**src/rtl/wsc_pkg.sv**
```systemverilog
// shared types and constants of the window step temperature controller
package wsc_pkg;

    localparam int TEMP_W     = 12;
    localparam int DIFF_W     = TEMP_W + 1;
    localparam int SET_W      = 10;
    localparam int FINE_TH_W  = 8;
    localparam int THRESH_W   = 10;
    localparam int PCT_W      = 7;
    localparam int TICK_W     = 32;
    localparam int MODE_W     = 3;
    localparam int DIR_W      = 2;
    localparam int CFG_IDX_W  = 3;
    localparam int CFG_DATA_W = 32;

    localparam logic [PCT_W-1:0] PCT_FULL       = PCT_W'(100);
    localparam logic [PCT_W-1:0] PCT_CLOSED     = PCT_W'(0);
    localparam logic [PCT_W-1:0] START_POSITION = PCT_W'(10);

    localparam logic [SET_W-1:0]     SET_TEMP_RST      = SET_W'(400);
    localparam logic [FINE_TH_W-1:0] FINE_TH_RST       = FINE_TH_W'(8);
    localparam logic [THRESH_W-1:0]  COARSE_TH_RST     = THRESH_W'(32);
    localparam logic [PCT_W-1:0]     FINE_STEP_RST     = PCT_W'(5);
    localparam logic [PCT_W-1:0]     COARSE_STEP_RST   = PCT_W'(20);
    localparam logic [TICK_W-1:0]    REFRESH_TICKS_RST = TICK_W'(1000 * 60 * 15);
    localparam logic [TICK_W-1:0]    WARMUP_TICKS_RST  = TICK_W'(1000 * 60 * 30);

    localparam logic [MODE_W-1:0] MODE_COARSE  = MODE_W'(0);
    localparam logic [MODE_W-1:0] MODE_FINE    = MODE_W'(1);
    localparam logic [MODE_W-1:0] MODE_REFRESH = MODE_W'(2);
    localparam logic [MODE_W-1:0] MODE_WARMUP  = MODE_W'(3);
    localparam logic [MODE_W-1:0] MODE_TICK    = MODE_W'(4);

    localparam logic [CFG_IDX_W-1:0] CFG_SET_TEMP      = CFG_IDX_W'(0);
    localparam logic [CFG_IDX_W-1:0] CFG_FINE_TH       = CFG_IDX_W'(1);
    localparam logic [CFG_IDX_W-1:0] CFG_COARSE_TH     = CFG_IDX_W'(2);
    localparam logic [CFG_IDX_W-1:0] CFG_FINE_STEP     = CFG_IDX_W'(3);
    localparam logic [CFG_IDX_W-1:0] CFG_COARSE_STEP   = CFG_IDX_W'(4);
    localparam logic [CFG_IDX_W-1:0] CFG_REFRESH_TICKS = CFG_IDX_W'(5);
    localparam logic [CFG_IDX_W-1:0] CFG_WARMUP_TICKS  = CFG_IDX_W'(6);

    typedef enum logic [DIR_W-1:0] {
        DIR_NONE  = 2'd0,
        DIR_OPEN  = 2'd1,
        DIR_CLOSE = 2'd2
    } t_dir;

    typedef struct packed {
        logic [PCT_W-1:0] position;
        t_dir             dir;
    } t_move;

endpackage

```
**src/rtl/wsc_in_if.sv**
```systemverilog
// input item channel: valid, ready and temperature reading payload
interface wsc_in_if;
    logic                         valid;
    logic                         ready;
    logic [wsc_pkg::MODE_W-1:0]   mode;
    logic signed [wsc_pkg::TEMP_W-1:0] inside_temp;
    logic signed [wsc_pkg::TEMP_W-1:0] outside_temp;

    modport source (output valid, mode, inside_temp, outside_temp, input ready);
    modport sink   (input valid, mode, inside_temp, outside_temp, output ready);
endinterface

```
**src/rtl/wsc_out_if.sv**
```systemverilog
// result item channel: valid, ready and window command payload
interface wsc_out_if;
    logic                              valid;
    logic                              ready;
    logic [wsc_pkg::PCT_W-1:0]         window_percent;
    logic [wsc_pkg::DIR_W-1:0]         direction;
    logic                              override_active;
    logic signed [wsc_pkg::TEMP_W-1:0] last_inside_temp;
    logic signed [wsc_pkg::TEMP_W-1:0] last_outside_temp;

    modport source (output valid, window_percent, direction, override_active,
                    last_inside_temp, last_outside_temp, input ready);
    modport sink   (input valid, window_percent, direction, override_active,
                    last_inside_temp, last_outside_temp, output ready);
endinterface

```
**src/rtl/wsc_deadband.sv**
```systemverilog
// deadband compare and saturating window step
module wsc_deadband (
    input  logic signed [wsc_pkg::TEMP_W-1:0]   i_inside,
    input  logic        [wsc_pkg::SET_W-1:0]    i_set_temp,
    input  logic        [wsc_pkg::THRESH_W-1:0] i_threshold,
    input  logic        [wsc_pkg::PCT_W-1:0]    i_step,
    input  logic        [wsc_pkg::PCT_W-1:0]    i_position,
    output wsc_pkg::t_move                      o_move
);
    import wsc_pkg::*;

    logic signed [DIFF_W-1:0] diff;
    logic signed [DIFF_W-1:0] neg_diff;
    logic                     warmer;
    logic [TEMP_W-1:0]        mag;
    logic [PCT_W:0]           sum;

    assign diff     = $signed({i_inside[TEMP_W-1], i_inside})
                    - $signed({{(DIFF_W-SET_W){1'b0}}, i_set_temp});
    assign neg_diff = -diff;
    assign warmer   = !diff[DIFF_W-1] && (diff != '0);
    assign mag      = warmer ? diff[TEMP_W-1:0] : neg_diff[TEMP_W-1:0];
    assign sum      = {1'b0, i_position} + {1'b0, i_step};

    always_comb begin
        o_move.position = i_position;
        o_move.dir      = DIR_NONE;
        if (mag > {{(TEMP_W-THRESH_W){1'b0}}, i_threshold}) begin
            if (warmer) begin
                o_move.dir      = DIR_OPEN;
                o_move.position = (sum > {1'b0, PCT_FULL}) ? PCT_FULL : sum[PCT_W-1:0];
            end else begin
                o_move.dir      = DIR_CLOSE;
                o_move.position = (i_position < i_step) ? PCT_CLOSED : i_position - i_step;
            end
        end
    end
endmodule

```
**src/rtl/window_step_temp_controller.sv**
```systemverilog
// window step temperature controller top level
//
//  channel  dir  handshake      payload
//  i_in     in   valid/ready    mode, inside_temp, outside_temp
//  o_out    out  valid/ready    window_percent, direction, override_active,
//                               last_inside_temp, last_outside_temp
//  i_cfg    in   write enable   i_cfg_idx, i_cfg_data
//
// one item per cycle when o_out is not stalled: an input register feeds the
// step logic, whose result and new state are taken in the result register.
// the input register refills while the result waits; a stalled result holds
// both stages. synchronous reset restores the defaults and an empty pipe.
module window_step_temp_controller (
    input  logic                             i_clk,
    input  logic                             i_rst_n,
    wsc_in_if.sink                           i_in,
    wsc_out_if.source                        o_out,
    input  logic                             i_cfg_we,
    input  logic [wsc_pkg::CFG_IDX_W-1:0]    i_cfg_idx,
    input  logic [wsc_pkg::CFG_DATA_W-1:0]   i_cfg_data
);
    import wsc_pkg::*;

    // configuration
    logic [SET_W-1:0]     r_set_temp;
    logic [FINE_TH_W-1:0] r_fine_th;
    logic [THRESH_W-1:0]  r_coarse_th;
    logic [PCT_W-1:0]     r_fine_step;
    logic [PCT_W-1:0]     r_coarse_step;
    logic [TICK_W-1:0]    r_refresh_ticks;
    logic [TICK_W-1:0]    r_warmup_ticks;

    // input stage
    logic                     r_in_valid;
    logic [MODE_W-1:0]        r_in_mode;
    logic signed [TEMP_W-1:0] r_in_inside;
    logic signed [TEMP_W-1:0] r_in_outside;

    // controller state
    logic [PCT_W-1:0]         r_position,     n_position;
    logic [PCT_W-1:0]         r_saved,        n_saved;
    logic                     r_enabled,      n_enabled;
    logic                     r_skip_fine,    n_skip_fine;
    logic [TICK_W-1:0]        r_ticks_left,   n_ticks_left;
    logic signed [TEMP_W-1:0] r_inside_seen,  n_inside_seen;
    logic signed [TEMP_W-1:0] r_outside_seen, n_outside_seen;
    t_dir                     n_dir;

    // result stage
    logic                     r_out_valid;
    logic [PCT_W-1:0]         r_out_pct;
    t_dir                     r_out_dir;
    logic                     r_out_override;
    logic signed [TEMP_W-1:0] r_out_inside;
    logic signed [TEMP_W-1:0] r_out_outside;

    logic                advance;
    logic                coarse;
    logic [THRESH_W-1:0] mv_threshold;
    logic [PCT_W-1:0]    mv_step;
    t_move               mv;

    assign advance    = r_in_valid && (!r_out_valid || o_out.ready);
    assign i_in.ready = !r_in_valid || advance;

    assign coarse       = (r_in_mode == MODE_COARSE);
    assign mv_threshold = coarse ? r_coarse_th : {{(THRESH_W-FINE_TH_W){1'b0}}, r_fine_th};
    assign mv_step      = coarse ? r_coarse_step : r_fine_step;

    wsc_deadband u_deadband (
        .i_inside    (r_in_inside),
        .i_set_temp  (r_set_temp),
        .i_threshold (mv_threshold),
        .i_step      (mv_step),
        .i_position  (r_position),
        .o_move      (mv)
    );

    always_comb begin
        n_position     = r_position;
        n_saved        = r_saved;
        n_enabled      = r_enabled;
        n_skip_fine    = r_skip_fine;
        n_ticks_left   = r_ticks_left;
        n_inside_seen  = r_inside_seen;
        n_outside_seen = r_outside_seen;
        n_dir          = DIR_NONE;
        case (r_in_mode)
            MODE_COARSE: begin
                n_inside_seen  = r_in_inside;
                n_outside_seen = r_in_outside;
                if (r_enabled) begin
                    n_position = mv.position;
                    n_dir      = mv.dir;
                    if (mv.dir != DIR_NONE) begin
                        n_skip_fine = 1'b1;
                    end
                end
            end
            MODE_FINE: begin
                if (r_enabled) begin
                    if (r_skip_fine) begin
                        n_skip_fine = 1'b0;
                    end else begin
                        n_position = mv.position;
                        n_dir      = mv.dir;
                    end
                end
            end
            MODE_REFRESH: begin
                if (r_enabled) begin
                    n_saved      = r_position;
                    n_enabled    = 1'b0;
                    n_ticks_left = r_refresh_ticks;
                    n_position   = PCT_FULL;
                end
            end
            MODE_WARMUP: begin
                if (r_enabled) begin
                    n_saved      = r_position;
                    n_enabled    = 1'b0;
                    n_ticks_left = r_warmup_ticks;
                    n_position   = PCT_CLOSED;
                end
            end
            MODE_TICK: begin
                if (!r_enabled) begin
                    if (r_ticks_left <= TICK_W'(1)) begin
                        n_ticks_left = '0;
                        n_position   = r_saved;
                        n_enabled    = 1'b1;
                    end else begin
                        n_ticks_left = r_ticks_left - TICK_W'(1);
                    end
                end
            end
            default: begin
            end
        endcase
    end

    // configuration registers
    always_ff @(posedge i_clk) begin
        if (!i_rst_n) begin
            r_set_temp      <= SET_TEMP_RST;
            r_fine_th       <= FINE_TH_RST;
            r_coarse_th     <= COARSE_TH_RST;
            r_fine_step     <= FINE_STEP_RST;
            r_coarse_step   <= COARSE_STEP_RST;
            r_refresh_ticks <= REFRESH_TICKS_RST;
            r_warmup_ticks  <= WARMUP_TICKS_RST;
        end else if (i_cfg_we) begin
            case (i_cfg_idx)
                CFG_SET_TEMP:      r_set_temp      <= i_cfg_data[SET_W-1:0];
                CFG_FINE_TH:       r_fine_th       <= i_cfg_data[FINE_TH_W-1:0];
                CFG_COARSE_TH:     r_coarse_th     <= i_cfg_data[THRESH_W-1:0];
                CFG_FINE_STEP:     r_fine_step     <= i_cfg_data[PCT_W-1:0];
                CFG_COARSE_STEP:   r_coarse_step   <= i_cfg_data[PCT_W-1:0];
                CFG_REFRESH_TICKS: r_refresh_ticks <= i_cfg_data[TICK_W-1:0];
                CFG_WARMUP_TICKS:  r_warmup_ticks  <= i_cfg_data[TICK_W-1:0];
                default: begin
                end
            endcase
        end
    end

    // input stage
    always_ff @(posedge i_clk) begin
        if (!i_rst_n) begin
            r_in_valid <= 1'b0;
        end else if (i_in.ready) begin
            r_in_valid <= i_in.valid;
        end
    end

    always_ff @(posedge i_clk) begin
        if (i_in.valid && i_in.ready) begin
            r_in_mode    <= i_in.mode;
            r_in_inside  <= i_in.inside_temp;
            r_in_outside <= i_in.outside_temp;
        end
    end

    // state and result stage
    always_ff @(posedge i_clk) begin
        if (!i_rst_n) begin
            r_position     <= START_POSITION;
            r_saved        <= PCT_CLOSED;
            r_enabled      <= 1'b1;
            r_skip_fine    <= 1'b0;
            r_ticks_left   <= '0;
            r_inside_seen  <= '0;
            r_outside_seen <= '0;
            r_out_valid    <= 1'b0;
        end else begin
            if (advance) begin
                r_position     <= n_position;
                r_saved        <= n_saved;
                r_enabled      <= n_enabled;
                r_skip_fine    <= n_skip_fine;
                r_ticks_left   <= n_ticks_left;
                r_inside_seen  <= n_inside_seen;
                r_outside_seen <= n_outside_seen;
                r_out_valid    <= 1'b1;
            end else if (o_out.ready) begin
                r_out_valid    <= 1'b0;
            end
        end
    end

    always_ff @(posedge i_clk) begin
        if (advance) begin
            r_out_pct      <= n_position;
            r_out_dir      <= n_dir;
            r_out_override <= !n_enabled;
            r_out_inside   <= n_inside_seen;
            r_out_outside  <= n_outside_seen;
        end
    end

    assign o_out.valid             = r_out_valid;
    assign o_out.window_percent    = r_out_pct;
    assign o_out.direction         = r_out_dir;
    assign o_out.override_active   = r_out_override;
    assign o_out.last_inside_temp  = r_out_inside;
    assign o_out.last_outside_temp = r_out_outside;
endmodule
```
**src/flat_wrapper.sv**
```systemverilog
// flat-port wrapper written by rule: the top's interface ports become plain ports
module window_step_temp_controller_flat import wsc_pkg::*;
  (i_clk, i_rst_n, i_cfg_we, i_cfg_idx, i_cfg_data, i_in_valid, i_in_mode, i_in_inside_temp, i_in_outside_temp, i_in_ready, o_out_valid, o_out_window_percent, o_out_direction, o_out_override_active, o_out_last_inside_temp, o_out_last_outside_temp, o_out_ready);
  wsc_in_if i_in_i ();
  wsc_out_if o_out_i ();
  input  logic i_clk;
  input  logic i_rst_n;
  input  logic i_cfg_we;
  input  logic [wsc_pkg::CFG_IDX_W-1:0] i_cfg_idx;
  input  logic [wsc_pkg::CFG_DATA_W-1:0] i_cfg_data;
  input wire logic [$bits(i_in_i.valid)-1:0] i_in_valid;
  input wire logic [$bits(i_in_i.mode)-1:0] i_in_mode;
  input wire logic [$bits(i_in_i.inside_temp)-1:0] i_in_inside_temp;
  input wire logic [$bits(i_in_i.outside_temp)-1:0] i_in_outside_temp;
  output wire logic [$bits(i_in_i.ready)-1:0] i_in_ready;
  output wire logic [$bits(o_out_i.valid)-1:0] o_out_valid;
  output wire logic [$bits(o_out_i.window_percent)-1:0] o_out_window_percent;
  output wire logic [$bits(o_out_i.direction)-1:0] o_out_direction;
  output wire logic [$bits(o_out_i.override_active)-1:0] o_out_override_active;
  output wire logic [$bits(o_out_i.last_inside_temp)-1:0] o_out_last_inside_temp;
  output wire logic [$bits(o_out_i.last_outside_temp)-1:0] o_out_last_outside_temp;
  input wire logic [$bits(o_out_i.ready)-1:0] o_out_ready;
  assign i_in_i.valid = i_in_valid;
  assign i_in_i.mode = i_in_mode;
  assign i_in_i.inside_temp = i_in_inside_temp;
  assign i_in_i.outside_temp = i_in_outside_temp;
  assign i_in_ready = i_in_i.ready;
  assign o_out_valid = o_out_i.valid;
  assign o_out_window_percent = o_out_i.window_percent;
  assign o_out_direction = o_out_i.direction;
  assign o_out_override_active = o_out_i.override_active;
  assign o_out_last_inside_temp = o_out_i.last_inside_temp;
  assign o_out_last_outside_temp = o_out_i.last_outside_temp;
  assign o_out_i.ready = o_out_ready;
  window_step_temp_controller u_core (.i_clk(i_clk), .i_rst_n(i_rst_n), .i_in(i_in_i), .o_out(o_out_i), .i_cfg_we(i_cfg_we), .i_cfg_idx(i_cfg_idx), .i_cfg_data(i_cfg_data));
endmodule
```
**config.mk**
```make
export PLATFORM = sky130hd
export DESIGN_NAME = window_step_temp_controller_flat
export DESIGN_NICKNAME = d
export VERILOG_FILES = /design/src/rtl/wsc_pkg.sv /design/src/rtl/wsc_in_if.sv /design/src/rtl/wsc_out_if.sv /design/src/rtl/wsc_deadband.sv /design/src/rtl/window_step_temp_controller.sv /design/src/flat_wrapper.sv
export SDC_FILE = /design/constraint.sdc
export NUM_CORES = 1
export LEC_CHECK = 0
export BUFFER_PORTS_ARGS = -buffer_cell sky130_fd_sc_hd__buf_2
export CELL_PAD_IN_SITES_DETAIL_PLACEMENT = 0
export CELL_PAD_IN_SITES_GLOBAL_PLACEMENT = 1
export CORE_UTILIZATION = 23
export DETAILED_ROUTE_END_ITERATION = 8
export PLACE_DENSITY = 0.59
export SLEW_MARGIN = 20
export SYNTH_ARGS = -nofsm -noshare
export SYNTH_HDL_FRONTEND = slang
export SYNTH_HIERARCHICAL = 1
export SYNTH_SLANG_ARGS = --single-unit
```
**constraint.sdc**
```tcl
create_clock -name i_clk -period 5.2 [get_ports i_clk]
set_input_delay 1.3 -clock i_clk [delete_from_list [all_inputs] [get_ports i_clk]]
set_output_delay 1.3 -clock i_clk [all_outputs]
set_load 0.02 [all_outputs]
```
Word-level counts from Yosys, hierarchy flattened

Index checks and enable logic that the tools add are counted.

Register bits after elaboration: 241
Bits of input ports: 67
Output and inout bits: 36
Word-level logic and storage cells: 111

$add $sub $neg: 5
Magnitude comparators: 4
Equal/unequal tests: 16
Muxes and demuxes: 35
Reduce and logical (&&, ||, !) cells: 27

Operators by type and width:

| cell                                                          | count |
|---|---|
| two-way mux 32 bit                                            | 4 |
| one-hot mux 32 bit (3 select lines)                           | 1 |
| two-way mux 7 bit                                             | 10 |
| two-way mux 12 bit                                            | 3 |
| one-hot mux 7 bit (5 select lines)                            | 1 |
| <= comparator 32 x 1 -> 1 bit, second input constant          | 1 |
| subtractor 32 x 1 -> 32 bit, second input constant            | 1 |
| two-way mux 9 bit                                             | 2 |
| AND reduction 2 bit                                           | 7 |
| nonzero test 13 bit                                           | 1 |
| subtractor 12 x 11 -> 13 bit                                  | 1 |
| == test 3 x 2 -> 1 bit, second input constant                 | 4 |
| == test 3 bit, second input constant                          | 4 |
| greater-than comparator 12 x 10 -> 1 bit                      | 1 |
| negation 12 bit                                               | 1 |
| two-way mux 10 bit                                            | 1 |
| AND reduction 5 bit                                           | 2 |
| adder 7 x 7 -> 8 bit                                          | 1 |
| greater-than comparator 8 x 7 -> 1 bit, second input constant | 1 |
| inequality test 2 x 1 -> 1 bit, second input constant         | 4 |
| < comparator 7 bit                                            | 1 |
| two-way mux 1 bit                                             | 7 |
| subtractor 7 bit                                              | 1 |
| == test 3 x 1 -> 1 bit, second input constant                 | 2 |
| 12 further kinds                                              | 25 |

Longest topological paths before layout

Word-level depth: 11
Depth in mapped cells: 25
Mapped depth without buffers: 25

Cells and area by module

The synthesis kept the hierarchy.

By module, submodules not included:

| module                      | times used | cells an instance | area each (um^2) | seq. area each (um^2) |
|---|---|---|---|---|
| window_step_temp_controller | 1          | 1136              | 10306.1          | 5435.2 |
| wsc_deadband                | 1          | 286               | 2024.4           | 0.0 |

Least setup slack after synthesis

Ideal clock, no wire load.

Path type: register to register
From: register u_core.r_in_inside[0]
To: register u_core.r_out_pct[2], in the netlist u_core/o_out.window_percent[2] (data pin)
Library setup time: 0.277 ns
Arrival time: 5.320 ns
Required time: 4.923 ns
Setup slack: -0.398 ns
Cell stages (with the launch flop): 25
Path buffers: 1
Clock period less this slack: 5.598 ns
Cells stage by stage: edfxtp_1 > inv_1 > ha_1 > fa_1 > nand2b_1 > a21oi_2 > o32a_4 > a31oi_4 > a21oi_1 > o21a_1 > clkbuf_1 > a21oi_1 > xnor2_1 > ha_1 > a21o_1 > a21o_1 > a21oi_1 > o21ai_0 > a211oi_1 > o21ai_0 > nor4b_4 > mux2_2 > a221oi_1 > a21oi_1 > a2bb2oi_1

RTL lines:

| item                     | RTL line                           | RTL |
|---|---|---|
| start: declaration       | window_step_temp_controller.sv:36  | `logic signed [TEMP_W-1:0] r_in_inside;` |
| start signal: assignment | window_step_temp_controller.sv:179 | `r_in_inside <= i_in.inside_temp;` |
| end signal: assignment   | window_step_temp_controller.sv:213 | `r_out_pct <= n_position;` |
| end: declaration         | window_step_temp_controller.sv:51  | `logic [PCT_W-1:0] r_out_pct;` |

==> reports/metrics.csv <==
stage,metric,value,unit
clocking,cts bufs inserted,27,
synthesis,synthesized area,0.01233,sq mm
clocking,CTS H-tree lvls,1,
sta,"Min Clock Period, post-route",5.149,ns
pwr,Clk pwr share,40.1,%
pwr,Pwr Density,318.9,mW/mm^2
placed_design,IO buf count,102,
placed_design,placed cell area,0.01375,sq mm
detailed_routing,TritonRoute pass-1 iters,7,
synthesis,top cell type's share of synthesized area,29.22,%
final_layout,most frequent cells in the layout,"313 x nand2_1, 180 x dfxtp_1, 138 x a21oi_1",
setup_path,CP endpoint kind,flop,
clocking,clk slew on worst S/H paths,0.06,ns
global_route,GRT Residual Overflow,0,
setup_path,"Data required, critical path",5.49,ns
synthesis,ys async rst share,0,%
synthesis,Yosys warnings,6,
synthesis,Yosys cell types,88,
synthesis,post-synthesis cell count,1422,
sta,worst rel slew slack,24.24,%
sta,Tcrit/Tclk final,99.02,%
sta,Fmax achieved,0.1942,GHz
final_layout,Non-Filler Instances,2227,
detailed_routing,total number of vias,10720,
synthesis,ranking of synthesized cells by area,"dfxtp_1 29%, edfxtp_1 15%, nand2_1 9.5%",
pwr,sequential power share,42.8,%
floorplan,Rows,84,
run_status,failing checks,design-rule violations,
pwr,VDD IR-drop max,0.2667,mV
placed_design,Post-DP HPWL,26390,microns
sta,unrepaired setup endpoints after global routing,true,
final_layout,design area,0.01488,sq mm
sta,worst clock skew,0.005247,ns
detailed_routing,Residual DRC,22,
clocking,hold-fix buffers at CTS,0,
pwr,Pwr Total,4746,uW
synthesis,register bit count reported by yosys,241,
final_layout,layout cells sized above 1,20.01,%
setup_path,flop2flop setup slack,0.05,ns
synthesis,Yosys top cell by area,dfxtp_1,
floorplan,IO Count,103,
pwr,Cell Int Power,3429,uW
pwr,Sw Share,27.75,%
detailed_routing,DRT iter0 DRCs,598,
synthesis,Most used DFF post-synth,dfxtp_1,
global_route,gr usage total,13.86,%
clocking,CTS tree,done,
final_layout,final net count,1628,
setup_path,critical path peak fanout,10,
global_route,first-pass GRT wire length,59570,microns
setup_path,Arrival @ worst endpoint,5.44,ns
pwr,leakage,0.005657,uW
sta,# setup viols final,0,
job,max_cap viols,0,
global_route,initial antenna violation count,0,
clocking,clock latency on the worst-skew pair,0.55,ns
clocking,clk sinks,241,
sta,max-slew violation count,0,
floorplan,Core ar.,0.05276,sq mm
final_layout,n_diodes,0,
pwr,switching power,1317,uW
clocking,Clock Path Buffers,3,
floorplan,die width,233.5,microns
run_status,status,"complete, but fails checks",
final_layout,P&R area growth vs syn,20.70,%
synthesis,Synthesized Nets,1529,
floorplan,Initial Utilization,23.37,%
synthesis,Synth Area per Inst,8.671,sq um
clocking,clock root cell,clkbuf_16,
synthesis,sequential fraction of the synthesis area,44.08,%
global_route,largest net degree at the start of global routing,67,
placed_design,Cells after DPL,2172,
detailed_routing,final wirelength,38850,microns
placed_design,Placer Congestion,0.8208,
hold_path,worst min path class,reg2reg,
setup_path,type of origin of the critical path,flop,
floorplan,die area,0.05454,sq mm
detailed_routing,Via density,4.812,
pwr,combinational cell fraction of total power,17.2,%
setup_path,crit path kind,reg2reg,
floorplan,Die H,233.5,microns
synthesis,Post-synth EDFFs,61,
final_layout,"leading cell type in the layout, fill and taps excluded",nand2_1,
detailed_routing,DRT antenna net count,0,
sta,worst-margin pin slew,1.134,ns
global_route,via count of the first global-routing pass,10270,
detailed_routing,drt wl/cell,17.44,microns
sta,Fin. Hold Viols,0,
-- timing repair --
action | in CTS | in global routing
resized for setup | 7 | 31
pin swaps | 8 | 33
setup endpoints to repair | 6 | 12
buffers inserted | 3 | 5
hold endpoints to repair | 0 | 0
cloned | 0 | 0
-- cell type report --
| cell class | instances | area (sq um) |
|---|---|---|
| Inverter | 53 | 201.4 |
| Tap cell | 688 | 860.8 |
| Sequential cell | 241 | 5435 |
| Clock inverter | 10 | 98.84 |
| Clock buffer | 37 | 764.5 |
| Fill cell | 5642 | 37880 |
| Timing Repair Buffer | 155 | 928.4 |
| Multi-Input combinational cell | 1043 | 6594 |
-- power groups by stage --
stage / registers [uW] / logic (uW) / clock network, uW
2_1_floorplan: 2070 / 501 / 0
3_3_place_gp: 2070 / 756 / 0
3_5_place_dp: 2070 / 758 / 0
4_1_cts: 2030 / 772 / 1980
5_1_grt: 2040 / 894 / 2050
6_report: 2030 / 814 / 1900
-- path summary, 6_finish.rpt --
path                                              from                                  endpoint  cells after the start
hold reg to reg   u_core/r_coarse_step[0]$_SDFFE_PN0P_      u_core/r_coarse_step[0]$_SDFFE_PN0P_                      2
setup reg to reg       u_core/r_in_inside[0]$_DFFE_PP_  u_core/o_out.window_percent[6]$_DFFE_PP_                     27
setup / recovery       u_core/r_in_inside[0]$_DFFE_PP_  u_core/o_out.window_percent[6]$_DFFE_PP_                     27
hold / removal    u_core/r_coarse_step[0]$_SDFFE_PN0P_      u_core/r_coarse_step[0]$_SDFFE_PN0P_                      2
-- synthesized netlist by cell type (all sizes together), types with 13 or more instances --
library cell and instances:
a32o 15, buf 17, nand3 50, nand2b 16, mux2 47, dfxtp 180
nor2b 13, a22oi 20, edfxtp 61, o21ai 56, nor3 27, a21oi 144
xnor2 14, inv 53, nand2 313, ha 37, or3 13, clkbuf 68
nor2 60
-- logic make-up (layout without fill, tap and decap cells) --
group	Yosys count	in the layout	share of synthesized area, %
xor gates and xnor gates	21	21	1.492
adders and majority gates	40	40	4.241
DFF	241	241	44.08
and+or+nand+nor	565	565	21.32
muxes	57	57	5.134
buffers and inverters	138	255	4.607
AOI/OAI and AO/OA	360	360	19.13
-- stage by stage --
step	TNS (ns)	worst slack, ns	hold slack [ns]	utilization [%]
6_report	0	0.05107	0.4507	28.21
3_5_place_dp	-0.4309	-0.1379	0.4450	26.07
5_1_grt	-1.026	-0.1719	0.4699	28.21
4_1_cts	0	0.002863	0.4540	27.81
3_3_place_gp	-0.1327	-0.07146	0.4378	26.06
2_1_floorplan	0	0.008141	0.4319	-
-- worst max-delay path, cell delays in order, from the launching register on --
cell	delay, ns
edfxtp_1	0.36
inv_2	0.06
ha_4	0.16
fa_2	0.38
nand2b_4	0.16
a21oi_4	0.19
o32a_4	0.20
buf_12	0.10
a31oi_4	0.10
a21oi_4	0.23
o21a_4	0.19
buf_4	0.17
nor2_2	0.05
xnor2_1	0.12
ha_1	0.31
o21ai_1	0.09
nand2b_1	0.08
a21oi_2	0.12
o21ai_1	0.09
a211oi_2	0.24
o21ai_2	0.10
nor4b_4	0.24
buf_4	0.19
mux2_4	0.32
a211oi_4	0.27
o221ai_2	0.14
o22ai_1	0.12
a22oi_1	0.11
-- routing by layer --
metal / global-route usage, % / up-vias / share of wire, % / routed length (microns)
li1: - / 5284 / - / -
met1: 18.78 / 5150 / 47 / 18410
met2: 22.80 / 219 / 45 / 17650
met3: 2.124 / 63 / 4.3 / 1656
met4: 3.490 / 0 / 2.9 / 1133
met5: 0 / - / 0 / 0
-- sequential cells by signal, indices dropped and copies added, names as in the netlist, 2 cells and up --
register / cells
u_core/r_fine_step: 7
u_core/r_in_inside: 12
u_core/r_coarse_step: 7
u_core/r_in_outside: 12
u_core/r_fine_th: 8
u_core/o_out.last_outside_temp: 12
u_core/o_out.window_percent: 7
u_core/o_out.last_inside_temp: 12
u_core/r_coarse_th: 10
u_core/r_in_mode: 3
u_core/r_position: 7
u_core/r_outside_seen: 12
u_core/r_saved: 7
u_core/r_ticks_left: 32
u_core/r_refresh_ticks: 32
u_core/r_inside_seen: 12
u_core/r_warmup_ticks: 32
u_core/r_set_temp: 10
u_core/o_out.direction: 2
Note: power is estimated with default switching activity, not from simulation.
